[config.mk]
export PLATFORM = sky130hd
export DESIGN_NAME = integer_infix_expression_evaluator_top_flat
export DESIGN_NICKNAME = d
export VERILOG_FILES = /design/src/rtl/iiee_pkg.sv /design/src/rtl/iiee_stream_if.sv /design/src/rtl/integer_infix_expression_evaluator_top.sv /design/src/flat_wrapper.sv
export SDC_FILE = /design/constraint.sdc
export NUM_CORES = 2
export LEC_CHECK = 0
export BUFFER_PORTS_ARGS = -buffer_cell sky130_fd_sc_hd__buf_2
export CAP_MARGIN = 10
export CORE_ASPECT_RATIO = 0.8
export CORE_MARGIN = 1
export CORE_UTILIZATION = 66
export DETAILED_ROUTE_END_ITERATION = 6
export PLACE_DENSITY = 0.88
export SLEW_MARGIN = 40
export SYNTH_ARGS = -nofsm -noshare
export SYNTH_HDL_FRONTEND = slang
export SYNTH_SLANG_ARGS = --single-unit
[constraint.sdc]
create_clock -name clk -period 9.1 [get_ports clk]
set_clock_uncertainty 0.05 [all_clocks]
set_input_delay 0.455 -clock clk [delete_from_list [all_inputs] [get_ports clk]]
set_output_delay 0.455 -clock clk [all_outputs]
set_load 0.02 [all_outputs]
[src/rtl/iiee_pkg.sv]
// ----------------------------------------------------------------------------
// iiee_pkg
// Types, character codes and operator codes for the infix expression evaluator.
// ----------------------------------------------------------------------------
package iiee_pkg;

	localparam int unsigned DATA_W = 32;
	localparam int unsigned CHAR_W = 8;

	// operator codes held in the pending operator register
	localparam logic [1:0] OP_ADD = 2'd0;
	localparam logic [1:0] OP_SUB = 2'd1;
	localparam logic [1:0] OP_MUL = 2'd2;
	localparam logic [1:0] OP_DIV = 2'd3;

	localparam logic [CHAR_W-1:0] CHAR_PLUS  = 8'h2B;
	localparam logic [CHAR_W-1:0] CHAR_MINUS = 8'h2D;
	localparam logic [CHAR_W-1:0] CHAR_STAR  = 8'h2A;
	localparam logic [CHAR_W-1:0] CHAR_SPACE = 8'h20;
	localparam logic [CHAR_W-1:0] CHAR_ZERO  = 8'h30;
	localparam logic [CHAR_W-1:0] CHAR_NINE  = 8'h39;

	typedef struct packed {
		logic [CHAR_W-1:0] char_code;
		logic              last_char;
	} in_item_t;

	typedef struct packed {
		logic signed [DATA_W-1:0] value;
		logic                     div_by_zero;
	} out_item_t;

	// any byte that is not '+', '-' or '*' acts as a divide
	function automatic logic [1:0] op_of_char(input logic [CHAR_W-1:0] c);
		logic [1:0] op;
		priority if (c == CHAR_PLUS) op = OP_ADD;
		else if (c == CHAR_MINUS)    op = OP_SUB;
		else if (c == CHAR_STAR)     op = OP_MUL;
		else                         op = OP_DIV;
		return op;
	endfunction

endpackage

[src/rtl/iiee_stream_if.sv]
// ----------------------------------------------------------------------------
// iiee_stream_if
// Valid/ready channel carrying one item of a chosen payload type.
// ----------------------------------------------------------------------------
interface iiee_stream_if #(
	parameter type payload_t = logic
) ();
	logic     valid;
	logic     ready;
	payload_t payload;

	modport source (output valid, output payload, input ready);
	modport sink   (input valid, input payload, output ready);
endinterface

[src/rtl/integer_infix_expression_evaluator_top.sv]
// ----------------------------------------------------------------------------
// integer_infix_expression_evaluator_top
// Evaluates an integer infix expression fed one character per item.
// ----------------------------------------------------------------------------
// Characters arrive on chars, one per item, with last_char marking the end of
// the expression; one result item leaves on results for each final character.
// Digits build the current number, spaces are skipped, '+', '-' and '*' are
// themselves and every other byte acts as '/', with '*' and '/' binding tighter.
// Arithmetic wraps at 32 bits and division truncates toward zero; a zero
// divisor sets div_by_zero and forces value to 0. A digit or space that is not
// final leaves the sequencer idle; '+', '-' and '*' pass through the apply
// state; an operator that completes a division also runs the radix-2 restoring
// divider, which resolves one quotient bit per cycle and is shared by every
// division. A final character of any kind applies the pending operator as an
// operator character does, then forms the result in the finish state, and
// waits there while an earlier result is not yet taken.
// ----------------------------------------------------------------------------
module integer_infix_expression_evaluator_top (
	input  logic           clk,
	input  logic           arst_n,
	iiee_stream_if.sink    chars,
	iiee_stream_if.source  results
);
	import iiee_pkg::*;

	localparam logic [2:0] ST_IDLE   = 3'd0;
	localparam logic [2:0] ST_APPLY  = 3'd1;
	localparam logic [2:0] ST_DIV    = 3'd2;
	localparam logic [2:0] ST_DIVEND = 3'd3;
	localparam logic [2:0] ST_FINISH = 3'd4;

	localparam int unsigned CNT_W = $clog2(DATA_W);

	logic [2:0]        state_q;
	logic [DATA_W-1:0] running_sum_q;
	logic [DATA_W-1:0] last_term_q;
	logic [DATA_W-1:0] current_number_q;
	logic [1:0]        pending_op_q;
	logic              error_seen_q;
	logic [1:0]        char_op_q;
	logic              last_q;

	logic [DATA_W-1:0] div_rem_q;
	logic [DATA_W-1:0] div_quo_q;
	logic [DATA_W-1:0] div_dsr_q;
	logic              div_neg_q;
	logic [CNT_W-1:0]  div_cnt_q;

	logic              out_valid_q;
	out_item_t         out_item_q;

	in_item_t          in_item;
	logic              accept;
	logic              is_digit;
	logic              apply;
	logic [DATA_W-1:0] digit_value;
	logic [DATA_W-1:0] number_next;
	logic [DATA_W-1:0] mag_dividend;
	logic [DATA_W-1:0] mag_divisor;
	logic [DATA_W-1:0] rem_shifted;
	logic [DATA_W:0]   trial;
	logic              out_free;
	logic [DATA_W-1:0] after_state;

	assign in_item     = chars.payload;
	assign chars.ready = (state_q == ST_IDLE);
	assign accept      = chars.valid && chars.ready;

	assign is_digit    = (in_item.char_code >= CHAR_ZERO) && (in_item.char_code <= CHAR_NINE);
	assign apply       = (!is_digit && (in_item.char_code != CHAR_SPACE)) || in_item.last_char;
	assign digit_value = {{(DATA_W-CHAR_W){1'b0}}, in_item.char_code - CHAR_ZERO};
	assign number_next = (current_number_q << 3) + (current_number_q << 1) + digit_value;

	assign mag_dividend = last_term_q[DATA_W-1] ? (~last_term_q + 1'b1) : last_term_q;
	assign mag_divisor  = current_number_q[DATA_W-1] ? (~current_number_q + 1'b1)
		: current_number_q;

	// one restoring step: shift in the next dividend bit and try the subtract
	assign rem_shifted = {div_rem_q[DATA_W-2:0], div_quo_q[DATA_W-1]};
	assign trial       = {1'b0, rem_shifted} - {1'b0, div_dsr_q};

	assign out_free    = !out_valid_q || results.ready;
	assign after_state = '0;

	always_ff @(posedge clk or negedge arst_n) begin
		if (!arst_n) begin
			state_q          <= ST_IDLE;
			running_sum_q    <= '0;
			last_term_q      <= '0;
			current_number_q <= '0;
			pending_op_q     <= OP_ADD;
			error_seen_q     <= 1'b0;
			div_cnt_q        <= '0;
		end else begin
			unique case (state_q)
				ST_IDLE: begin
					if (accept) begin
						if (is_digit) begin
							current_number_q <= number_next;
						end
						if (apply) begin
							state_q <= ST_APPLY;
						end
					end
				end
				ST_APPLY: begin
					unique case (pending_op_q)
						OP_ADD: begin
							running_sum_q <= running_sum_q + last_term_q;
							last_term_q   <= current_number_q;
						end
						OP_SUB: begin
							running_sum_q <= running_sum_q + last_term_q;
							last_term_q   <= ~current_number_q + 1'b1;
						end
						OP_MUL: begin
							last_term_q <= last_term_q * current_number_q;
						end
						OP_DIV: begin
							if (current_number_q == '0) begin
								error_seen_q <= 1'b1;
								last_term_q  <= '0;
							end
						end
						default: begin
						end
					endcase
					if (pending_op_q == OP_DIV && current_number_q != '0) begin
						div_cnt_q <= '0;
						state_q   <= ST_DIV;
					end else begin
						pending_op_q     <= char_op_q;
						current_number_q <= '0;
						state_q          <= last_q ? ST_FINISH : ST_IDLE;
					end
				end
				ST_DIV: begin
					div_cnt_q <= div_cnt_q + 1'b1;
					if (div_cnt_q == CNT_W'(DATA_W - 1)) begin
						state_q <= ST_DIVEND;
					end
				end
				ST_DIVEND: begin
					last_term_q      <= div_neg_q ? (~div_quo_q + 1'b1) : div_quo_q;
					pending_op_q     <= char_op_q;
					current_number_q <= '0;
					state_q          <= last_q ? ST_FINISH : ST_IDLE;
				end
				ST_FINISH: begin
					// hold until the output register is free, then clear for the next expression
					if (out_free) begin
						running_sum_q    <= after_state;
						last_term_q      <= after_state;
						current_number_q <= after_state;
						pending_op_q     <= OP_ADD;
						error_seen_q     <= 1'b0;
						state_q          <= ST_IDLE;
					end
				end
				default: begin
					state_q <= ST_IDLE;
				end
			endcase
		end
	end

	// hold the result item until it is taken
	always_ff @(posedge clk or negedge arst_n) begin
		if (!arst_n) begin
			out_valid_q <= 1'b0;
		end else if (state_q == ST_FINISH && out_free) begin
			out_valid_q <= 1'b1;
		end else if (results.ready) begin
			out_valid_q <= 1'b0;
		end
	end

	// payload and divider datapath
	always_ff @(posedge clk) begin
		if (accept) begin
			char_op_q <= op_of_char(in_item.char_code);
			last_q    <= in_item.last_char;
		end
		if (state_q == ST_APPLY) begin
			div_rem_q <= '0;
			div_quo_q <= mag_dividend;
			div_dsr_q <= mag_divisor;
			div_neg_q <= last_term_q[DATA_W-1] ^ current_number_q[DATA_W-1];
		end else if (state_q == ST_DIV) begin
			if (trial[DATA_W]) begin
				div_rem_q <= rem_shifted;
				div_quo_q <= {div_quo_q[DATA_W-2:0], 1'b0};
			end else begin
				div_rem_q <= trial[DATA_W-1:0];
				div_quo_q <= {div_quo_q[DATA_W-2:0], 1'b1};
			end
		end
		if (state_q == ST_FINISH && out_free) begin
			out_item_q.value       <= error_seen_q ? '0 : (running_sum_q + last_term_q);
			out_item_q.div_by_zero <= error_seen_q;
		end
	end

	assign results.valid   = out_valid_q;
	assign results.payload = out_item_q;

	// digits and spaces that are not final leave the sequencer idle
	a_plain_char_stays_idle: assert property (@(posedge clk) disable iff (!arst_n)
		accept && !apply |=> state_q == ST_IDLE)
		else $error("plain character left the idle state");

	a_div_runs_full_length: assert property (@(posedge clk) disable iff (!arst_n)
		state_q == ST_DIV && div_cnt_q != CNT_W'(DATA_W - 1) |=> state_q == ST_DIV)
		else $error("divider left before all quotient bits");

	a_error_forces_zero: assert property (@(posedge clk) disable iff (!arst_n)
		results.valid && results.payload.div_by_zero |-> results.payload.value == '0)
		else $error("division error result is not zero");

	a_finish_clears_state: assert property (@(posedge clk) disable iff (!arst_n)
		state_q == ST_FINISH && out_free |=>
			running_sum_q == '0 && last_term_q == '0 && pending_op_q == OP_ADD
			&& !error_seen_q && out_valid_q)
		else $error("expression state not cleared after result");

endmodule

[src/flat_wrapper.sv]
// flat-port wrapper written by rule: the top's interface ports become plain ports
module integer_infix_expression_evaluator_top_flat import iiee_pkg::*;
  (clk, arst_n, chars_valid, chars_payload, chars_ready, results_valid, results_payload, results_ready);
  iiee_stream_if #(.payload_t(in_item_t)) chars_i ();
  iiee_stream_if #(.payload_t(out_item_t)) results_i ();
  input  logic clk;
  input  logic arst_n;
  input wire logic [$bits(chars_i.valid)-1:0] chars_valid;
  input wire logic [$bits(chars_i.payload)-1:0] chars_payload;
  output wire logic [$bits(chars_i.ready)-1:0] chars_ready;
  output wire logic [$bits(results_i.valid)-1:0] results_valid;
  output wire logic [$bits(results_i.payload)-1:0] results_payload;
  input wire logic [$bits(results_i.ready)-1:0] results_ready;
  assign chars_i.valid = chars_valid;
  assign chars_i.payload = chars_payload;
  assign chars_ready = chars_i.ready;
  assign results_valid = results_i.valid;
  assign results_payload = results_i.payload;
  assign results_i.ready = results_ready;
  integer_infix_expression_evaluator_top u_core (.clk(clk), .arst_n(arst_n), .chars(chars_i), .results(results_i));
endmodule
==> flow_metrics.tcl <==
set metrics [dict create \
    clk_pin_slew_ns 0.07 \
    ant_nets 0 \
    synthArstFlopShare 0.450 \
    hold_viol 0 \
    fp.dieH_um 201 \
    clock_tree.root_cell "clkbuf_16" \
    areaGrowthSynthToFinish_pct 5.41 \
    hold_start "chars_payload[0]" \
    hold_class "input port to flop" \
    initial_utilization 0.671 \
    crit_fanout 16 \
    timing.rr.end "u_core.last_term_q[31]" \
    avgRoutedWirePerCell_um 23.1 \
    synth_cell_types 76 \
    endpoint_kind "flop" \
    grt_pass1_vias 27000 \
    crit_path_max_incr_delay_ns 0.83 \
    ys.flop_type "dfrtp_1" \
    layout.nets 4218 \
    drt-total-wl_mm 97.0 \
    design.die.area_um2 50200 \
    critPathSlowestCell "dfrtp_1" \
    failed_checks "DRC" \
    fin_crit_ns 8.27 \
    cap_viol_max_count 0 \
    wl_met1_mm 37.2 \
    utilization 0.708 \
    whs_endpoint "u_core.last_q" \
    hold_depth 1 \
    drive_above_1_share 0.0586 \
    start_kind "flop" \
    crit_top_cell "fa_1" \
    setup_viol 0 \
    wl_met3_mm 16.1 \
    core_area_um2 48500 \
    vias 26700 \
    globalplace.congestion 1.00 \
    timing.fmax_mhz 121 \
    drc 2 \
    synth_top_area_share 0.256 \
    worst_r2r_startpoint "u_core.last_term_q[12]" \
    cp_data_required_time_ns 9.52 \
    cts_htree_levels 1 \
    synth.yosys.seq_area_share 0.195 \
    top_layer "met5" \
    grt_start_max_net_pins 70 \
    syn-num-nets 4268 \
    die_w_um 250 \
    fin_setup_tns_ns 0 \
    antenna_found_initial 2 \
    grt_overflow_total 0 \
    ys_seq_elements 240 \
    pin_count 48 \
    first_pass_iters 7 \
    dp_hpwl_mm 72.8 \
    placed_cell_area_um2 33400 \
    synth_edf_count 101 \
    netlist_area_um2 32500 \
    synth_top_area_cell "fa_1" \
    critPathTopFamily "adder cells" \
    ys_warn_count 0 \
    tightest_slew_ns 0.906 \
    first_iter_violations 3513 \
    layout_commonest_cell "inv_1" \
    maxSlewHeadroom 0.396 \
    cp_num_buf_inv 4 \
    rsz0062_at_grt "no" \
    min_period_over_period 0.909 \
    status "finished, violations left" \
    synth.area.top_cells "fa_1, ha_1, edfxtp_1, dfrtp_1, and2_1" \
    syn-mean-instance-area_um2 9.06 \
    design_area_um2 34300 \
    cts_buffers 28 \
    clkSinkCount 240 \
    drv_slew 0 \
    via_per_inst 6.37 \
    track_usage 0.395 \
    fp-row-count 72 \
    mostFrequentLayoutCells "inv_1, nand2_1, fa_1" \
    port_buffers 47 \
    critPathArrivalTime_ns 8.69 \
    ff2ff_path_depth 24 \
    critPathKind "flop to flop" \
    cts_resized 0 \
    clock_path_buffers 3 \
    met2WireLength_mm 39.2 \
    cts_tree "built" \
    synthCells 3592 \
    path_cells "and2_1, fa_1, fa_1, fa_1, inv_1, fa_1, inv_1, fa_1, inv_1, fa_1, inv_1, fa_1, fa_1, ha_1, and3_1, and2_1, a221o_1, a221o_1, a41oi_1, o21ai_0, a221oi_1, xnor2_1, a21oi_1, a21oi_1" \
    reg2reg_slack_ns 0.83 \
    clkLatencyLatePin_ns 0.62 \
    grt_pass1_wl_mm 153 \
]
==> logic make-up after synthesis <==
| family | Yosys count | synth area share |
|---|---|---|
| AOI/OAI and AO/OA | 638 | 0.131 |
| xor gates and xnor gates | 276 | 0.0743 |
| adders and majority gates | 663 | 0.351 |
| buffers and inverters | 664 | 0.0779 |
| DFF | 240 | 0.195 |
| muxes | 9 | 0.00281 |
| and+or+nand+nor | 1102 | 0.168 |
==> what timing repair did <==
item,CTS,global route
setup buffers,0,0
hold buffers,1,0
hold endpoints to repair,53,0
==> registers in the layout (all words and copies together) (netlist names) <==
name	count
u_core.div_rem_q	31
u_core.state_q	3
u_core.running_sum_q	32
u_core.results.valid	1
u_core.last_q	1
u_core.results.payload	33
u_core.div_dsr_q	32
u_core.current_number_q	32
u_core.div_quo_q	32
u_core.div_cnt_q	5
u_core.pending_op_q	2
u_core.char_op_q	2
u_core.last_term_q	32
u_core.div_neg_q	1
u_core.error_seen_q	1
==> synth_stat cells (42+ instances only) <==
master    count
edfxtp_1    101
a21o_1       58
nand2_1     423
inv_1       459
a22o_1       42
nor2b_1      42
dfrtp_1     108
a21oi_1     124
o21ai_0     162
fa_1        416
xor2_1      108
xnor2_1     168
o31ai_1      47
and2_1      307
nor2_1      146
ha_1        247
clkbuf_1    175
==> worst register-to-register path: cells and delay by family (launching register included) <==
| kind | cells | cell delay (ns) |
|---|---|---|
| buffers and inverters | 4 | 0.21 |
| XOR/XNOR | 1 | 0.11 |
| AND/OR/NAND/NOR | 3 | 0.70 |
| flip-flops | 1 | 0.83 |
| adder cells (fa/ha/maj) | 9 | 4.29 |
| AO/OA/AOI/OAI | 7 | 1.98 |
==> layer usage <==
| layer | GRT usage | up-vias |
|---|---|---|
| met5 | 0 | - |
| met3 | 0.148 | 350 |
| met1 | 0.551 | 12800 |
| met2 | 0.558 | 1990 |
| met4 | 0.152 | 2 |
| li1 | - | 11600 |
==> through the flow <==
step	setup WS (ns)	hold slack, ns	cells
6_report	0.832	0.0338	4194
5_1_grt	0.467	0.0226	4193
4_1_cts	0.920	0.0181	4192
3_5_place_dp	0.986	0.424	4139
3_3_place_gp	1.07	0.403	4138
2_1_floorplan	1.50	0.109	3592
==> final cells by class <==
cell class	count	area, µm²
timing repair buffer	123	831
sequential	240	6360
tap	629	787
multi-input combinational	2688	23700
fill	3550	14200
antenna	1	2.50
inverter	461	1730
clock inverter	17	163
clock buffer	35	737
==> worst max-delay path by stage <==
| stage | to | from | slack, ns | depth (start not counted) |
|---|---|---|---|---|
| 2_1_floorplan | u_core.last_term_q[31] | u_core.last_term_q[14] | 1.50 | 26 |
| 3_3_place_gp | u_core.last_term_q[31] | u_core.last_term_q[11] | 1.07 | 24 |
| 3_5_place_dp | u_core.last_term_q[31] | u_core.last_term_q[11] | 0.99 | 24 |
| 4_1_cts | u_core.last_term_q[31] | u_core.last_term_q[11] | 0.92 | 24 |
| 5_1_grt | u_core.last_term_q[31] | u_core.last_term_q[11] | 0.47 | 24 |
| 6_report | u_core.last_term_q[31] | u_core.last_term_q[12] | 0.83 | 24 |
Power is not shown: default switching activity piles up to over one toggle a cycle in this logic, so the estimate is an artifact.
